**config.mk**
```make
export PLATFORM = sky130hd
export DESIGN_NAME = keyboard_shift_flag_tracker
export DESIGN_NICKNAME = d
export VERILOG_FILES = /design/src/design/kbsf_pkg.sv /design/src/design/kbsf_decode.sv /design/src/design/keyboard_shift_flag_tracker.sv
export SDC_FILE = /design/constraint.sdc
export NUM_CORES = 1
export LEC_CHECK = 0
export ABC_CLOCK_PERIOD_IN_PS = 2560
export BUFFER_PORTS_ARGS = -buffer_cell sky130_fd_sc_hd__buf_2
export CORE_ASPECT_RATIO = 1.1
export CORE_UTILIZATION = 31
export DETAILED_ROUTE_END_ITERATION = 12
export PLACE_DENSITY = 0.56
export SKIP_CTS_REPAIR_TIMING = 1
export SYNTH_ARGS = -nofsm -noshare
export SYNTH_HDL_FRONTEND = slang
export SYNTH_SLANG_ARGS = --single-unit
```
**constraint.sdc**
```tcl
create_clock -name i_clk -period 2.56 [get_ports i_clk]
set_input_delay 0.256 -clock i_clk [delete_from_list [all_inputs] [get_ports i_clk]]
set_output_delay 0.256 -clock i_clk [all_outputs]
set_load 0.01 [all_outputs]
```
**src/design/kbsf_pkg.sv**
```systemverilog
// Package for the keyboard shift-flag tracker: beat types, state type and scan code constants.
package kbsf_pkg;

    // Set-1 scan codes with the break bit stripped
    localparam logic [6:0] SC_RSHIFT   = 7'h36;
    localparam logic [6:0] SC_LSHIFT   = 7'h2A;
    localparam logic [6:0] SC_CTRL     = 7'h1D;
    localparam logic [6:0] SC_SYSRQ    = 7'h37;
    localparam logic [6:0] SC_ALT      = 7'h38;
    localparam logic [6:0] SC_SCROLL   = 7'h46;
    localparam logic [6:0] SC_NUMPAUSE = 7'h45;
    localparam logic [6:0] SC_CAPS     = 7'h3A;
    localparam logic [6:0] SC_INSERT   = 7'h52;

    // Full raw bytes
    localparam logic [7:0] SC_PREFIX = 8'hE0;
    localparam int unsigned BREAK_BIT = 7;

    // Flag byte bit positions
    localparam int unsigned FB_RSHIFT = 0;
    localparam int unsigned FB_LSHIFT = 1;
    localparam int unsigned FB_CTRL   = 2;
    localparam int unsigned FB_ALT    = 3;
    localparam int unsigned FB_SCROLL = 4;
    localparam int unsigned FB_NUM    = 5;
    localparam int unsigned FB_CAPS   = 6;
    localparam int unsigned FB_INSERT = 7;

    localparam int unsigned PB_LCTRL  = 0;
    localparam int unsigned PB_LALT   = 1;
    localparam int unsigned PB_PAUSE  = 3;

    // Held-type bits (set on make, clear on break) versus toggle bits
    localparam logic [7:0] HELD_MASK   = 8'h0F;
    localparam logic [7:0] TOGGLE_MASK = 8'hF0;

    typedef struct packed {
        logic [7:0] scan_code;
        logic [7:0] ascii_code;
    } t_in_beat;

    typedef struct packed {
        logic       char_valid;
        logic [7:0] char_out;
        logic [7:0] scan_out;
        logic       needs_translation;
        logic [7:0] shift_flags;
        logic [7:0] press_flags;
        logic       pause_event;
    } t_out_beat;

    typedef struct packed {
        logic       prefix_seen;
        logic [7:0] shift_byte;
        logic [7:0] press_byte;
    } t_kb_state;

endpackage

```
**src/design/kbsf_decode.sv**
```systemverilog
// Scan code decode and flag byte update for one beat.
module kbsf_decode (
    input  kbsf_pkg::t_in_beat  i_beat,
    input  kbsf_pkg::t_kb_state i_state,
    output kbsf_pkg::t_kb_state o_state,
    output kbsf_pkg::t_out_beat o_result
);

    logic [6:0] code;
    logic       brk;
    logic       ext;
    logic       is_mod;
    logic       is_pause;
    logic [7:0] m1;
    logic [7:0] m2;
    logic [7:0] shift_new;
    logic [7:0] press_new;
    logic       emits;

    assign code = i_beat.scan_code[6:0];
    assign brk  = i_beat.scan_code[kbsf_pkg::BREAK_BIT];
    assign ext  = i_state.prefix_seen || (i_beat.scan_code == kbsf_pkg::SC_PREFIX);

    always_comb begin
        m1       = '0;
        m2       = '0;
        is_mod   = 1'b0;
        is_pause = 1'b0;
        unique case (code)
            kbsf_pkg::SC_RSHIFT: begin
                m1[kbsf_pkg::FB_RSHIFT] = 1'b1;
                is_mod = 1'b1;
            end
            kbsf_pkg::SC_LSHIFT: begin
                m1[kbsf_pkg::FB_LSHIFT] = 1'b1;
                is_mod = 1'b1;
            end
            kbsf_pkg::SC_CTRL: begin
                m1[kbsf_pkg::FB_CTRL]  = 1'b1;
                m2[kbsf_pkg::PB_LCTRL] = !ext;
                is_mod = 1'b1;
            end
            kbsf_pkg::SC_SYSRQ: begin
                is_mod = 1'b1;
            end
            kbsf_pkg::SC_ALT: begin
                m1[kbsf_pkg::FB_ALT]  = 1'b1;
                m2[kbsf_pkg::PB_LALT] = !ext;
                is_mod = 1'b1;
            end
            kbsf_pkg::SC_SCROLL: begin
                m1[kbsf_pkg::FB_SCROLL] = 1'b1;
                m2[kbsf_pkg::FB_SCROLL] = !ext;
                is_mod = 1'b1;
            end
            kbsf_pkg::SC_NUMPAUSE: begin
                is_mod = 1'b1;
                m1[kbsf_pkg::FB_NUM] = ext;
                m2[kbsf_pkg::FB_NUM] = ext;
                is_pause = !ext && !brk;
            end
            kbsf_pkg::SC_CAPS: begin
                m1[kbsf_pkg::FB_CAPS] = 1'b1;
                m2[kbsf_pkg::FB_CAPS] = 1'b1;
                is_mod = 1'b1;
            end
            kbsf_pkg::SC_INSERT: begin
                m1[kbsf_pkg::FB_INSERT] = 1'b1;
                m2[kbsf_pkg::FB_INSERT] = 1'b1;
            end
            default: begin
                is_mod = 1'b0;
            end
        endcase
    end

    always_comb begin
        if (!brk) begin
            press_new = i_state.press_byte | m2;
            shift_new = (i_state.shift_byte | (m1 & kbsf_pkg::HELD_MASK))
                        ^ (m1 & kbsf_pkg::TOGGLE_MASK);
        end else begin
            press_new = i_state.press_byte & ~m2;
            shift_new = i_state.shift_byte & ~(m1 & kbsf_pkg::HELD_MASK);
        end
    end

    assign emits = !brk && !(is_mod && (i_beat.ascii_code == 8'h00));

    always_comb begin
        o_result = '0;
        o_result.shift_flags = shift_new;
        o_result.press_flags = press_new;
        o_result.pause_event = is_pause;
        if (emits) begin
            o_result.scan_out = i_beat.scan_code;
            if (i_beat.ascii_code != 8'h00) begin
                o_result.char_valid = 1'b1;
                o_result.char_out   = shift_new[kbsf_pkg::FB_ALT] ? 8'h00 : i_beat.ascii_code;
            end else begin
                o_result.needs_translation = 1'b1;
            end
        end
    end

    assign o_state.prefix_seen = (i_beat.scan_code == kbsf_pkg::SC_PREFIX);
    assign o_state.shift_byte  = shift_new;
    assign o_state.press_byte  = press_new;

endmodule

```
**src/design/keyboard_shift_flag_tracker.sv**
```systemverilog
// Top level of the keyboard shift-flag tracker: input register, decode, result register.
//
//   channel  direction  handshake                payload
//   in       sink       i_in_valid / o_in_stall  i_in_beat  (scan_code, ascii_code)
//   out      source     o_out_valid / i_out_stall o_out_beat (flags, char, scan, events)
//
// One beat per cycle sustained while the output is not stalled. A beat waits
// in the input register, is decoded against the flag state and lands in the
// result register, which holds it until the output is not stalled.
// Flag state updates as a beat moves into the result register, so each beat
// sees the state left by the one before it.
// Synchronous active-low reset clears valids, the prefix flag and both flag bytes.
// A stall on the output holds the result register; the input register then
// holds too and o_in_stall rises only once it is occupied.
module keyboard_shift_flag_tracker (
    input  logic                 i_clk,
    input  logic                 i_rst_n,
    input  logic                 i_in_valid,
    output logic                 o_in_stall,
    input  kbsf_pkg::t_in_beat   i_in_beat,
    output logic                 o_out_valid,
    input  logic                 i_out_stall,
    output kbsf_pkg::t_out_beat  o_out_beat
);

    // Input register
    logic                 r_in_valid;
    kbsf_pkg::t_in_beat   r_in_beat;

    // Result register
    logic                 r_out_valid;
    kbsf_pkg::t_out_beat  r_out_beat;

    // Keyboard state (prefix, flag bytes)
    kbsf_pkg::t_kb_state  r_state;
    kbsf_pkg::t_kb_state  n_state;
    kbsf_pkg::t_out_beat  n_result;

    logic out_free;   // result register can take a beat this cycle
    logic advance;    // input register moves into the result register
    logic in_take;    // input beat accepted

    assign out_free   = !r_out_valid || !i_out_stall;
    assign advance    = r_in_valid && out_free;
    assign o_in_stall = r_in_valid && !out_free;
    assign in_take    = i_in_valid && !o_in_stall;

    kbsf_decode u_decode (
        .i_beat   (r_in_beat),
        .i_state  (r_state),
        .o_state  (n_state),
        .o_result (n_result)
    );

    // Control and state
    always_ff @(posedge i_clk) begin
        if (!i_rst_n) begin
            r_in_valid  <= 1'b0;
            r_out_valid <= 1'b0;
            r_state     <= '0;
        end else begin
            if (in_take) begin
                r_in_valid <= 1'b1;
            end else if (advance) begin
                r_in_valid <= 1'b0;
            end
            if (out_free) begin
                r_out_valid <= r_in_valid;
            end
            if (advance) begin
                r_state <= n_state;
            end
        end
    end

    // Payload, no reset
    always_ff @(posedge i_clk) begin
        if (in_take) begin
            r_in_beat <= i_in_beat;
        end
        if (advance) begin
            r_out_beat <= n_result;
        end
    end

    assign o_out_valid = r_out_valid;
    assign o_out_beat  = r_out_beat;

endmodule

```
==> results of run 1 <==
## metrics by stage
step	util (%)	setup WS, ns	total power [mW]	cells	cell area [um2]
6_report	39.6	0.684	2.27	387	3340
5_1_grt	39.6	0.531	2.36	387	3340
4_1_cts	39.6	0.666	2.29	387	3340
3_5_place_dp	37.1	0.677	1.38	372	3140
3_3_place_gp	37.1	0.747	1.37	372	3140
2_1_floorplan	-	0.697	1.32	211	2740
## worst max-delay path: cells and delay by family (launching register included)
kind            cells  cell delay [ns]
flops               1             0.53
simple gates        2             0.43
compound gates      2             0.66
## cell type report
cell class / instances / area, um2
Fill cell: 831 / 5110
Sequential cell: 66 / 1810
Multi-Input combinational cell: 130 / 856
Timing Repair Buffer: 59 / 308
Tap cell: 111 / 139
Clock buffer: 10 / 128
Clock inverter: 5 / 80.1
Inverter: 6 / 22.5
## registers in the layout (all words and copies together) (netlist names)
register and count:
r_state 15, r_in_beat 16, o_out_beat 33, r_in_valid 1, o_out_valid 1
## cells by family (layout without fill, tap and decap cells)
| kind of cell | after synthesis | in the layout | synth area share (%) |
|---|---|---|---|
| and+or+nand+nor | 77 | 77 | 17.5 |
| muxes | 6 | 6 | 2.25 |
| other | 1 | 3 | 0.137 |
| DFF | 66 | 66 | 66.4 |
| buffers and inverters | 15 | 80 | 2.52 |
| AOI/OAI and AO/OA | 40 | 40 | 9.95 |
| xor gates and xnor gates | 4 | 4 | 1.28 |
## power groups by stage
stage          Combinational [mW]  Clock [mW]  Sequential (mW)
2_1_floorplan              0.0705           0             1.25
3_3_place_gp                0.136           0             1.24
3_5_place_dp                0.137           0             1.24
4_1_cts                     0.137       0.940             1.22
5_1_grt                     0.148       0.993             1.22
6_report                    0.134       0.917             1.22
## synthesized netlist by cell type (all sizes together) (4+ instances only)
| cell type | instances | area share, % |
|---|---|---|
| a21oi | 12 | 2.2 |
| and2 | 9 | 2.1 |
| clkbuf | 6 | 0.87 |
| dfxtp | 17 | 12 |
| edfxtp | 49 | 54 |
| inv | 5 | 0.69 |
| mux2i | 5 | 1.8 |
| nand2 | 12 | 1.7 |
| nand3 | 5 | 1.4 |
| nor2 | 15 | 2.1 |
| nor2b | 7 | 1.6 |
| nor3 | 6 | 1.1 |
| nor3b | 4 | 2.3 |
| o21ai | 4 | 0.73 |
| o31ai | 7 | 1.9 |
| or4 | 4 | 1.1 |
| xor2 | 4 | 1.3 |
## worst max-delay path by stage
stage	start	end	slack [ns]	cells past startpoint
after floorplan	o_out_valid	r_state[10]	0.70	6
after global placement	r_in_beat[12]	o_out_beat[31]	0.75	4
after detailed placement	r_in_beat[12]	o_out_beat[20]	0.68	4
after CTS	r_in_beat[12]	o_out_beat[20]	0.67	4
after global routing	r_in_beat[12]	o_out_beat[21]	0.53	4
final	r_in_beat[12]	o_out_beat[22]	0.68	4
## metal layers
metal / vias to the layer above / routed length [um] / track usage (%) / share of wire [%]
met5: - / 0 / 0 / 0
met4: 0 / 114 / 6.96 / 2.4
met3: 11 / 211 / 3.64 / 4.4
met2: 34 / 2340 / 17.7 / 48
met1: 830 / 2190 / 14.9 / 45
li1: 911 / - / - / -
==> run_results.csv, run 1 <==
group,metric,value,unit
run_status,outcome,"complete, no violations",
grt,grt_max_degree,30,
power,netSwitchingFraction,21.2,%
logic_synthesis,syn_area,2730,um2
sta,tns,0,ns
power,pwr-share-seq,53.6,%
clocking,cts-root-buf,"clkbuf_8",
setup_path,crit_chain,"nor4b_1 -> o2111ai_1 -> a41oi_1 -> nor2b_1",
worst_hold_path,min_to,"r_in_beat[7]",
flow_run,maxCapViolations,0,
die,coreArea,8450,um2
sta,setup_viol,0,
logic_synthesis,ys_seq_elements,66,
power,power_leakage,1.30,nW
detailed_routing,vias_per_cell,4.61,
clocking,ctsHtreeMaxLevel,3,
sta,rsz0062_at_grt,"false",
setup_path,required,2.65,ns
worst_hold_path,hp-class,"in -> reg",
sta,hold_viol,0,
grt,grt_remaining_overflow,0,
clocking,clkLatencyLatePin,0.35,ns
power,combPwrFrac,5.9,%
placement,post-dp-hpwl,3530,um
detailed_routing,first_pass_iters,3,
detailed_routing,avgRoutedWirePerCell,12.5,um
setup_path,r2r_start,"r_in_beat[12]",
die,fp-row-count,35,
setup_path,reg2reg_depth,4,
power,power_density,678,nW/um2
worst_hold_path,holdPathStages,1,
die,ios,57,
clocking,cts_buffer_depth,2,
power,p_sw,0.481,mW
grt,grt_pass1_wl,8050,um
sta,final.setup_skew,0.00868,ns
setup_path,path_class,"reg -> reg",
clocking,clk_pin_slew,0.07,ns
setup_path,worst_setup_path_end_kind,"flop",
grt,grtUsageTotal,11.8,%
detailed_routing,vias,1786,
detailed_routing,ant_nets,0,
placement,io_buffers,54,
detailed_routing,wirelength,4850,um
grt,antenna_found_initial,0,
sta,fin_crit_sh,73.3,%
logic_synthesis,ys_types,45,
sta,whs,0.0828,ns
clocking,clock-sinks,66,
setup_path,reg2reg_setup_slack,0.68,ns
setup_path,start_kind,"flop",
logic_synthesis,ys_warn_count,0,
logic_synthesis,syn_inst,209,
logic_synthesis,synth_area_per_cell,13.1,um2
die,die_h,100,um
setup_path,rr_endpoint,"o_out_beat[22]",
logic_synthesis,ys_seq_area_share,66.4,%
sta,fmax,533,MHz
finish,diodes,0,
setup_path,critPathMaxFanout,10,
finish,syn2layout_area_growth,22.6,%
logic_synthesis,synth-edff-count,49,
placement,gp_congestion,0.827,
finish,nNetsFinal,292,
finish,final_cell_mix,"buf_2, edfxtp_1, dfxtp_1, nor2_1",
power,p_clk_share,40.5,%
detailed_routing,drt_iter0_drc,79,
logic_synthesis,async_reset_ff_share,0,%
sta,period_needed,1.88,ns
die,start_util,32.3,%
sta,finalMaxSlewViolations,0,
finish,mostFrequentLayoutCell,"buf_2",
finish,layout-drive-gt1-share,29.7,%
setup_path,critPathSlowestCell,"edfxtp_1",
clocking,cts_buffers,9,
setup_path,worstPathArrival,1.96,ns
logic_synthesis,synth-main-ff-cell,"edfxtp_1",
clocking,tritoncts,"yes",
power,vdd_drop_max,0.224,mV
power,intPower,1.79,mW
die,die_area,9180,um2
detailed_routing,drc,0,
worst_hold_path,worstHoldStart,"i_in_beat[7]",
grt,grt_pass1_vias,1608,
setup_path,cp_slowest_stage_delay,0.53,ns
die,chipWidth,91.5,um
No activity file was read; power rests on OpenSTA's default activity.
==> inputs of run 2 (changes only) <==
Settings changed: ABC_CLOCK_PERIOD_IN_PS 2560 to 1550, PLACE_DENSITY 0.56 to 0.58.
Clock period 2.56 ns to 1.55 ns, I/O delays scaled along.
==> run_results.csv, run 2 (synthesis results as in run 1) <==
group,metric,value,unit
run_status,outcome,"finished, violations left",
run_status,violations,"setup timing",
clocking,cts-root-buf,"clkbuf_8",
die,die_area,9180,um2
die,die_h,100,um
detailed_routing,ant_nets,0,
flow_run,maxCapViolations,0,
clocking,clkLatencyLatePin,0.34,ns
clocking,clock-sinks,66,
detailed_routing,avgRoutedWirePerCell,12.9,um
finish,fillCellCount,790,
clocking,cts_buffer_depth,2,
grt,grt_max_degree,30,
grt,antenna_found_initial,0,
sta,fmax,578,MHz
detailed_routing,vias_per_cell,4.63,
finish,largest_reg_flops,33,
setup_path,path_class,"reg -> reg",
clocking,ctsHtreeMaxLevel,3,
grt,grt_pass1_vias,1806,
detailed_routing,wirelength,5650,um
finish,syn2layout_area_growth,48.3,%
detailed_routing,drc,0,
die,start_util,32.3,%
sta,fin_ws,-0.181,ns
setup_path,critPathMaxFanout,7,
clocking,clk_pin_slew,0.07,ns
grt,grt_pass1_wl,8790,um
placement,gp_congestion,0.788,
placement,pre_cts_ws,-0.146,ns
detailed_routing,drt_iter0_drc,66,
setup_path,worstSetupStartpoint,"r_in_beat[12]",
finish,finalNonFillerCells,436,
worst_hold_path,worstHoldStart,"i_in_valid",
finish,final_cell_mix,"buf_2, edfxtp_1, buf_4, dlygate4sd3_1, dfxtp_1",
die,ios,57,
setup_path,start_kind,"flop",
finish,diodes,0,
placement,dp.cells,394,
power,power_leakage,1.58,nW
sta,finalMaxSlewViolations,0,
power,power_density,962,nW/um2
sta,hold_viol,0,
placement,post-dp-hpwl,3830,um
setup_path,required,1.82,ns
power,vdd_drop_max,0.382,mV
detailed_routing,vias,2018,
finish,nNetsFinal,340,
grt,grtUsageTotal,12.4,%
placement,io_buffers,54,
sta,period_needed,1.73,ns
setup_path,worstPathArrival,2.00,ns
grt,grt_remaining_overflow,0,
worst_hold_path,hp-class,"in -> reg",
clocking,tritoncts,"yes",
sta,final.setup_skew,0.0138,ns
die,fp-row-count,35,
setup_path,r2r_start,"r_in_beat[12]",
sta,setup_viol,36,
sta,whs,0.0443,ns
sta,rsz0062_at_grt,"true",
detailed_routing,first_pass_iters,4,
setup_path,worst_setup_path_end_kind,"flop",
finish,layout-drive-gt1-share,45.2,%
clocking,cts_buffers,9,
die,chipWidth,91.5,um
die,coreArea,8450,um2
sta,fin_crit_sh,112,%
finish,mostFrequentLayoutCell,"buf_2",
## run 2: power by group
group | internal, mW | switching, mW
Clock | 0.895 | 0.645
Sequential | 1.97 | 0.0355
Combinational | 0.171 | 0.178
## run 2: worst paths after layout
path            endpoint  slack, ns  cells past startpoint
max          r_state[12]      -0.18                      5
min           r_in_valid       0.04                      3
max reg2reg  r_state[12]      -0.18                      5
min reg2reg   r_state[1]       0.48                      2
## run 2: layout make-up
| cell class | instances | area (um2) | share of cell area, % |
|---|---|---|---|
| clock inverters | 6 | 81.3 | 2.01 |
| repair buffers | 107 | 812 | 20.1 |
| well taps | 111 | 139 | 3.43 |
| multi-input cells | 130 | 1050 | 25.9 |
| inverters | 6 | 26.3 | 0.649 |
| clock buffers | 10 | 128 | 3.15 |
| flip-flops and latches | 66 | 1810 | 44.8 |
## run 2: metal layers
layer,share of wire (%),vias up,global-route usage [%]
met3,3.8,5,3.26
met5,0,-,0
met4,0.90,0,4.76
met2,52,43,21.0
met1,43,958,15.1
li1,-,1012,-
## run 2: stage by stage
stage          TNS, ns  cell area, um2  utilization (%)  power [mW]
6_report         -3.50            4050             47.9        3.89
2_1_floorplan   -0.196            2790                -        2.19
4_1_cts          -3.52            3610             42.7        3.86
3_5_place_dp     -3.06            3400             40.2        2.33
3_3_place_gp     -2.40            3400             40.2        2.32
5_1_grt          -6.57            4050             47.9        4.04
## run 2: worst max-delay path: stages, from the launching register on
cell,delay (ns)
edfxtp_1,0.52
nor3b_4,0.27
buf_6,0.15
nand3_4,0.11
or4_1,0.49
a21oi_1,0.12
